File: config.mk
export PLATFORM = sky130hd
export DESIGN_NAME = k_nearest_to_origin_tracker_top
export DESIGN_NICKNAME = d
export VERILOG_FILES = /design/src/hw/rtl/knot_pkg.sv /design/src/hw/rtl/knot_ctrl.sv /design/src/hw/rtl/knot_datapath.sv /design/src/hw/rtl/k_nearest_to_origin_tracker_top.sv
export SDC_FILE = /design/constraint.sdc
export NUM_CORES = 2
export LEC_CHECK = 0
export ABC_CLOCK_PERIOD_IN_PS = 14500
export BUFFER_PORTS_ARGS = -buffer_cell sky130_fd_sc_hd__buf_2
export CAP_MARGIN = 20
export CORE_ASPECT_RATIO = 1.75
export CORE_MARGIN = 10
export CORE_UTILIZATION = 55
export DETAILED_ROUTE_END_ITERATION = 8
export PLACE_DENSITY = 0.74
export SLEW_MARGIN = 20
export SYNTH_ARGS = -nofsm -noshare
export SYNTH_HDL_FRONTEND = slang
export SYNTH_SLANG_ARGS = --single-unit
File: constraint.sdc
create_clock -name clock -period 14.5 [get_ports clock]
set_input_delay 0.725 -clock clock [delete_from_list [all_inputs] [get_ports clock]]
set_output_delay 0.725 -clock clock [all_outputs]
set_load 0.01 [all_outputs]
File: src/hw/rtl/knot_pkg.sv
// ----------------------------------------------------------------------------
// knot_pkg
// Shared types and constants for the k-nearest-to-origin tracker.
// ----------------------------------------------------------------------------
package knot_pkg;

   localparam int MAX_KEEP   = 16;
   localparam int COORD_BITS = 16;
   localparam int IDX_BITS   = (MAX_KEEP > 1) ? $clog2(MAX_KEEP) : 1;
   localparam int FILL_BITS  = $clog2(MAX_KEEP + 1);
   localparam int DIST_BITS  = 2 * COORD_BITS + 1;
   localparam int KEEP_BITS  = 5;
   localparam int OUT_BITS   = 16;
   localparam int ODIST_BITS = 32;

   typedef logic signed [COORD_BITS-1:0] coord_type;
   typedef logic [DIST_BITS-1:0]         dist_type;
   typedef logic [IDX_BITS-1:0]          idx_type;
   typedef logic [FILL_BITS-1:0]         fill_type;

   typedef struct packed {
      logic load;      // capture transaction, compute distance
      logic restart;   // clear fill
      logic insert;    // append or replace
      logic scan_init; // begin worst search
      logic scan_step; // compare one slot
   } cmd_type;

   typedef struct packed {
      logic append;    // store not full for current k
      logic scan_done;
      logic mode;
   } stat_type;

   // a orders strictly above b
   function automatic logic orders_above(dist_type da, coord_type xa, coord_type ya,
                                         dist_type db, coord_type xb, coord_type yb);
      if (da != db) return da > db;
      if (xa != xb) return xa > xb;
      return ya > yb;
   endfunction

endpackage

File: src/hw/rtl/knot_ctrl.sv
// ----------------------------------------------------------------------------
// knot_ctrl
// Sequencer: load, optional replace after worst scan, report scan, output.
// ----------------------------------------------------------------------------
module knot_ctrl (
   input  logic              clock,
   input  logic              reset,
   input  logic              req_valid,
   output logic              req_ready,
   output logic              rsp_valid,
   input  logic              rsp_ready,
   input  logic              req_restart,
   output knot_pkg::cmd_type cmd,
   input  knot_pkg::stat_type stat
);
   import knot_pkg::*;

   localparam logic [2:0] S_IDLE = 3'd0;
   localparam logic [2:0] S_PRE  = 3'd1; // scan worst before replace
   localparam logic [2:0] S_INS  = 3'd2;
   localparam logic [2:0] S_RPT  = 3'd3; // scan worst for report
   localparam logic [2:0] S_OUT  = 3'd4;
   localparam logic [2:0] S_SCI  = 3'd5; // start report scan

   logic [2:0] state_ff, state_in;
   logic       req_fire;

   assign req_ready = (state_ff == S_IDLE);
   assign rsp_valid = (state_ff == S_OUT);
   assign req_fire  = req_valid && req_ready;

   always_comb begin
      cmd = '0;
      state_in = state_ff;
      unique case (state_ff)
         S_IDLE: begin
            if (req_fire) begin
               cmd.load    = 1'b1;
               cmd.restart = req_restart;
               state_in    = S_INS;
            end
         end
         S_INS: begin
            if (stat.append) begin
               cmd.insert = 1'b1;
               state_in = stat.mode ? S_SCI : S_IDLE;
            end else begin
               cmd.scan_init = 1'b1;
               state_in = S_PRE;
            end
         end
         S_PRE: begin
            cmd.scan_step = 1'b1;
            if (stat.scan_done) begin
               cmd.insert = 1'b1;
               state_in = stat.mode ? S_SCI : S_IDLE;
            end
         end
         S_SCI: begin
            cmd.scan_init = 1'b1;
            state_in = S_RPT;
         end
         S_RPT: begin
            cmd.scan_step = 1'b1;
            if (stat.scan_done) state_in = S_OUT;
         end
         S_OUT: begin
            if (rsp_ready) state_in = S_IDLE;
         end
         default: state_in = S_IDLE;
      endcase
   end

   always_ff @(posedge clock) begin
      if (reset) state_ff <= S_IDLE;
      else       state_ff <= state_in;
   end

endmodule

File: src/hw/rtl/knot_datapath.sv
// ----------------------------------------------------------------------------
// knot_datapath
// Point store, distance multiply, serial worst-slot scan, result register.
// ----------------------------------------------------------------------------
module knot_datapath (
   input  logic               clock,
   input  logic               reset,
   input  logic               csr_write_enable,
   input  logic [4:0]         csr_write_data,
   input  logic signed [15:0] req_point_x,
   input  logic signed [15:0] req_point_y,
   input  logic               req_mode,
   input  knot_pkg::cmd_type  cmd,
   output knot_pkg::stat_type stat,
   output logic signed [15:0] rsp_kth_x,
   output logic signed [15:0] rsp_kth_y,
   output logic [31:0]        rsp_kth_distance,
   output logic               rsp_set_full
);
   import knot_pkg::*;

   logic [KEEP_BITS-1:0] keep_ff;
   fill_type             k_eff;
   fill_type             fill_ff, fill_in;
   coord_type            x_ff, y_ff;
   logic                 mode_ff;
   coord_type            kx [MAX_KEEP];
   coord_type            ky [MAX_KEEP];
   dist_type             kd [MAX_KEEP];
   dist_type             dist_new;
   logic [2*COORD_BITS-1:0] sx, sy;
   logic signed [2*COORD_BITS-1:0] px_sq, py_sq;
   idx_type              scan_ff, worst_ff;
   idx_type              wnext;
   logic [FILL_BITS:0]   scan_nxt;
   logic                 better;

   always_comb begin
      if (keep_ff == '0) k_eff = fill_type'(1);
      else if ({1'b0, keep_ff} > (KEEP_BITS+1)'(MAX_KEEP)) k_eff = fill_type'(MAX_KEEP);
      else k_eff = fill_type'(keep_ff);
   end

   always_ff @(posedge clock) begin
      if (reset) keep_ff <= KEEP_BITS'(16);
      else if (csr_write_enable) keep_ff <= csr_write_data;
   end

   assign px_sq = (2*COORD_BITS)'(req_point_x) * (2*COORD_BITS)'(req_point_x);
   assign py_sq = (2*COORD_BITS)'(req_point_y) * (2*COORD_BITS)'(req_point_y);

   // one 16x16 signed product per coordinate, registered before the add
   always_ff @(posedge clock) begin
      if (cmd.load) begin
         x_ff    <= coord_type'(req_point_x);
         y_ff    <= coord_type'(req_point_y);
         mode_ff <= req_mode;
         sx      <= $unsigned(px_sq);
         sy      <= $unsigned(py_sq);
      end
   end
   assign dist_new = {1'b0, sx} + {1'b0, sy};

   assign stat.append = (fill_ff < k_eff) && (fill_ff < fill_type'(MAX_KEEP));
   assign stat.mode   = mode_ff;

   always_comb begin
      fill_in = fill_ff;
      if (cmd.load && cmd.restart) fill_in = '0;
      else if (cmd.insert && stat.append) fill_in = fill_ff + fill_type'(1);
   end

   always_ff @(posedge clock) begin
      if (reset) fill_ff <= '0;
      else       fill_ff <= fill_in;
   end

   // serial worst scan, one slot per cycle
   assign scan_nxt = (FILL_BITS+1)'(scan_ff) + (FILL_BITS+1)'(1);
   assign better = orders_above(kd[scan_ff], kx[scan_ff], ky[scan_ff],
                                kd[worst_ff], kx[worst_ff], ky[worst_ff]);
   assign stat.scan_done = (scan_nxt >= (FILL_BITS+1)'(fill_ff));
   assign wnext = better ? scan_ff : worst_ff;

   always_ff @(posedge clock) begin
      if (cmd.scan_init) begin
         scan_ff  <= '0;
         worst_ff <= '0;
      end else if (cmd.scan_step) begin
         worst_ff <= wnext;
         if (!stat.scan_done) scan_ff <= idx_type'(scan_nxt);
      end
   end

   always_ff @(posedge clock) begin
      if (cmd.insert) begin
         if (stat.append) begin
            kx[idx_type'(fill_ff)] <= x_ff;
            ky[idx_type'(fill_ff)] <= y_ff;
            kd[idx_type'(fill_ff)] <= dist_new;
         end else if (orders_above(kd[wnext], kx[wnext], ky[wnext],
                                   dist_new, x_ff, y_ff)) begin
            kx[wnext] <= x_ff;
            ky[wnext] <= y_ff;
            kd[wnext] <= dist_new;
         end
      end
   end

   // result register, written on the last step of every worst scan (pre-replace and report)
   always_ff @(posedge clock) begin
      if (cmd.scan_step && stat.scan_done) begin
         rsp_kth_x        <= 16'(kx[wnext]);
         rsp_kth_y        <= 16'(ky[wnext]);
         rsp_kth_distance <= kd[wnext][ODIST_BITS-1:0];
         rsp_set_full     <= (fill_ff >= k_eff);
      end
   end

endmodule

File: src/hw/rtl/k_nearest_to_origin_tracker_top.sv
// ----------------------------------------------------------------------------
// k_nearest_to_origin_tracker_top
// Keeps the k points nearest the origin and, in mode 1, reports the k-th nearest.
// ----------------------------------------------------------------------------
//  channel | handshake             | payload
//  req     | req_valid/req_ready   | point_x, point_y, mode, restart
//  rsp     | rsp_valid/rsp_ready   | kth_x, kth_y, kth_distance, set_full
//  csr     | csr_write_enable      | csr_write_data (keep_count)
//
// Load point: accepted in idle, then inserted directly while the store is filling,
// else after a serial worst-slot scan over the store. In mode 1 a report
// scan follows, then the response waits in its register until rsp_ready.
// Synchronous reset clears fill and sets keep_count to 16.
// One transaction in flight; req_ready is low until the transaction completes and, in mode 1, its response is taken.
module k_nearest_to_origin_tracker_top (
   input  logic               clock,
   input  logic               reset,
   input  logic               csr_write_enable,
   input  logic [4:0]         csr_write_data,
   input  logic               req_valid,
   output logic               req_ready,
   input  logic signed [15:0] req_point_x,
   input  logic signed [15:0] req_point_y,
   input  logic               req_mode,
   input  logic               req_restart,
   output logic               rsp_valid,
   input  logic               rsp_ready,
   output logic signed [15:0] rsp_kth_x,
   output logic signed [15:0] rsp_kth_y,
   output logic [31:0]        rsp_kth_distance,
   output logic               rsp_set_full
);
   import knot_pkg::*;

   cmd_type  cmd;
   stat_type stat;

   knot_ctrl u_ctrl (
      .clock, .reset, .req_valid, .req_ready, .rsp_valid, .rsp_ready,
      .req_restart, .cmd, .stat
   );

   knot_datapath u_dp (
      .clock, .reset, .csr_write_enable, .csr_write_data,
      .req_point_x, .req_point_y, .req_mode, .cmd, .stat,
      .rsp_kth_x, .rsp_kth_y, .rsp_kth_distance, .rsp_set_full
   );

endmodule

==> impl_metrics.toml <==
[run_status]
outcome = "completed"

[clock_network]
post-cts-setup-buffers = 0
cts_resized = 0
cts_root_buf = "clkbuf_16"
cts.sinks = 1227
clk_pin_slew_ns = 0.07
hold_buffers = 0
cts_tree = "yes"
clockBufferDepth = 3
numCtsBuffers = 105
clock_latency_ns = 0.74
htree_num_levels = 3

[yosys]
synth.ff_latch_count = 1227
synthArstFlopShare = 0
synthAdderAreaFrac = 0.1612
synth_top_family_by_area = "multiplexers"
syn_inst = 6306
synth_compound_area_frac = 0.09245
synth-edff-count = 1198
synthesis.area_mm2 = 0.08615
syn_nets = 7173
synth_seq_area_share = 0.4243
synth.area.mux_share = 0.2064
synth-xor-area-share = 0.01149
ys_warn_count = 0
dominantRegCellSynth = "edfxtp_1"
synth.distinct_cells = 70
avgSynthCellArea_um2 = 13.66
synth_simple_gate_area_share = 0.03935

[place]
dp_hpwl_um = 172600
place.gp.congestion = 0.9544
preCtsSetupSlack_ns = 1.406
placed_area_mm2 = 0.08917
portBuffers = 110

[route]
routedWlPerCell_um = 31.76
drtPass1Iterations = 5
drtAntennaViolNets = 0
drt_iter0_drc = 7175
vias_per_cell = 7.066
drt-total-wl_um = 265200
drc_errors = 0
via_count = 58990

[critical_path]
arrival_ns = 13.33
crit_path_frequent_cell = "buf_4"
slowest_stage = "dfxtp_4"
slowest_delay_ns = 0.91
r2r.worst_path.cells = 28
crit_path_max_fanout = 55
end_kind = "register"
crit_family = "simple AND/OR/NAND/NOR gates"
required_ns = 14.83
critPathKind = "register to register"
crit_cells = 28
critPathBufInv = 6
start_kind = "register"

[floorplanning]
ios = 111
dieArea_mm2 = 0.1735
die_y_um = 543.6
core_area_mm2 = 0.1562
rows = 192
start_util = 0.5517
die_w_um = 319.2

[finish]
final_net_count = 7091
syn2layout_area_growth_pct = 7.615
stdcell_area_mm2 = 0.09271
drive_above_1_share = 0.1956

[sta]
clock.fmax_mhz = 76.91
period_minus_slack_ns = 13.00
rsz0062_at_grt = "no"
timing.final.ws_setup_ns = 1.497
setup_viol = 0
worst_hold_slack_ns = 0.1942
relSlewSlack = 0.1751
min_period_over_period = 0.8967
worst_pin_slew_ns = 1.237
skew_ns = 0.03220
drv_slew = 0
hold_viol = 0

[global_routing]
grt_overflow_total = 0
globalRouteTotalUtil = 0.3033
antenna_found_initial = 12
grt_first_pass_wirelength_um = 393300
grt_start_max_net_pins = 144
grt_pass1_vias = 62060

[worst_hold_path]
hold_path_depth = 1
hold_path.class = "input port to register"

[job]
max_cap_viol_count = 0
[cell usage after synthesis, types with 10 or more instances]
cell / number / area, µm²
or2_2: 10 / 62.56
o21a_1: 22 / 165.2
dfxtp_1: 29 / 580.6
o211ai_1: 777 / 5833
clkbuf_1: 237 / 889.6
buf_2: 99 / 495.5
o21ai_0: 41 / 205.2
a21o_1: 58 / 435.4
fa_1: 478 / 9569
a21oi_1: 118 / 590.6
mux2_2: 127 / 1430
edfxtp_1: 1198 / 35970
nor3_1: 21 / 105.1
nand4_1: 92 / 575.6
a211oi_1: 18 / 135.1
mux4_2: 654 / 14730
ha_1: 345 / 4317
nand2b_1: 30 / 187.7
o21bai_1: 11 / 82.58
buf_1: 76 / 285.3
buf_4: 11 / 82.58
and2_1: 100 / 625.6
mux2_1: 133 / 1498
xor2_1: 37 / 324.1
nor2_1: 119 / 446.7
nand3_1: 32 / 160.2
nand2_1: 194 / 728.2
and3_1: 15 / 93.84
nor2b_1: 31 / 193.9
inv_1: 1015 / 3810
xnor2_1: 76 / 665.6
[cell families after synthesis]
| kind of cell | count (synthesis) |
|---|---|
| AO/OA/AOI/OAI | 1104 |
| flip-flops | 1227 |
| multiplexers | 925 |
| AND/OR/NAND/NOR | 672 |
| XOR/XNOR | 113 |
| adder cells (fa/ha/maj) | 823 |
| buffers and inverters | 1442 |
[sequential cells by signal, summed over array words and instances, names as in the netlist, 15 cells and up, named ones only]
| register | flops |
|---|---|
| u_dp.kd | 528 |
| u_dp.kx | 256 |
| u_dp.ky | 256 |
| u_dp.rsp_kth_distance | 32 |
| u_dp.sx | 31 |
| u_dp.sy | 31 |
| u_dp.rsp_kth_x | 16 |
| u_dp.rsp_kth_y | 16 |
| u_dp.x_ff | 15 |
| u_dp.y_ff | 15 |
[worst register-to-register path: cells and delay by family (launching register included)]
family                     cells  cell delay [ns]
and+or+nand+nor                9             3.48
buffers and inverters          6             2.95
DFF                            1             0.91
adders and majority gates      2             0.69
AOI/OAI and AO/OA              8             2.90
muxes                          3             1.60
[cells in the final DEF, fill, tap and decap left out, drive strengths merged, types with 4 or more instances in the layout]
| cell type | n |
|---|---|
| a2111oi | 7 |
| a211oi | 18 |
| a21boi | 4 |
| a21o | 58 |
| a21oi | 118 |
| a31oi | 5 |
| a32oi | 5 |
| and2 | 100 |
| and3 | 15 |
| and4 | 7 |
| buf | 234 |
| bufinv | 10 |
| clkbuf | 128 |
| clkinv | 42 |
| clkinvlp | 8 |
| dfxtp | 29 |
| diode | 4 |
| edfxtp | 1198 |
| fa | 478 |
| ha | 345 |
| inv | 1022 |
| mux2 | 262 |
| mux2i | 9 |
| mux4 | 654 |
| nand2 | 194 |
| nand2b | 30 |
| nand3 | 32 |
| nand4 | 92 |
| nor2 | 121 |
| nor2b | 31 |
| nor3 | 21 |
| nor4 | 9 |
| o211ai | 777 |
| o21a | 22 |
| o21ai | 48 |
| o21bai | 11 |
| o31ai | 4 |
| or2 | 10 |
| xnor2 | 76 |
| xor2 | 37 |
[routing by layer]
layer,wire (µm),global-route usage,vias up
met4,24190,0.2320,16
met3,27430,0.06448,1228
met1,83360,0.3362,29870
met2,130100,0.5103,4275
li1,-,-,23600
met5,97,0,-
[cell type report]
class,instances,area [µm²]
clock buffer,127,2825
sequential,1227,36590
inverter,1018,3834
antenna,4,10.01
tap,2037,2549
fill,11840,63440
multi-input combinational,3637,44320
clock inverter,64,659.4
timing repair buffer,235,1927
[per-stage QoR]
stage                     cells  TNS [ns]  utilization
final                      8349         0       0.5937
after detailed placement   8152         0       0.5711
after global routing       8346         0       0.5937
after global placement     8151         0       0.5707
after floorplan            6306    -1.830            -
after CTS                  8343         0       0.5934
[worst paths after layout]
path	slack [ns]	endpoint	startpoint
worst min register to register	0.50	u_dp.keep_ff[0]	u_dp.keep_ff[0]
worst max register to register	1.50	u_dp.ky[8][12]	register
worst min-delay path	0.19	u_dp.mode_ff	req_mode
worst max-delay path	1.50	u_dp.ky[8][12]	register
Power is left out: the tool's default activity adds up to more than one toggle a clock period on the data nets, which glitch-free logic cannot reach.
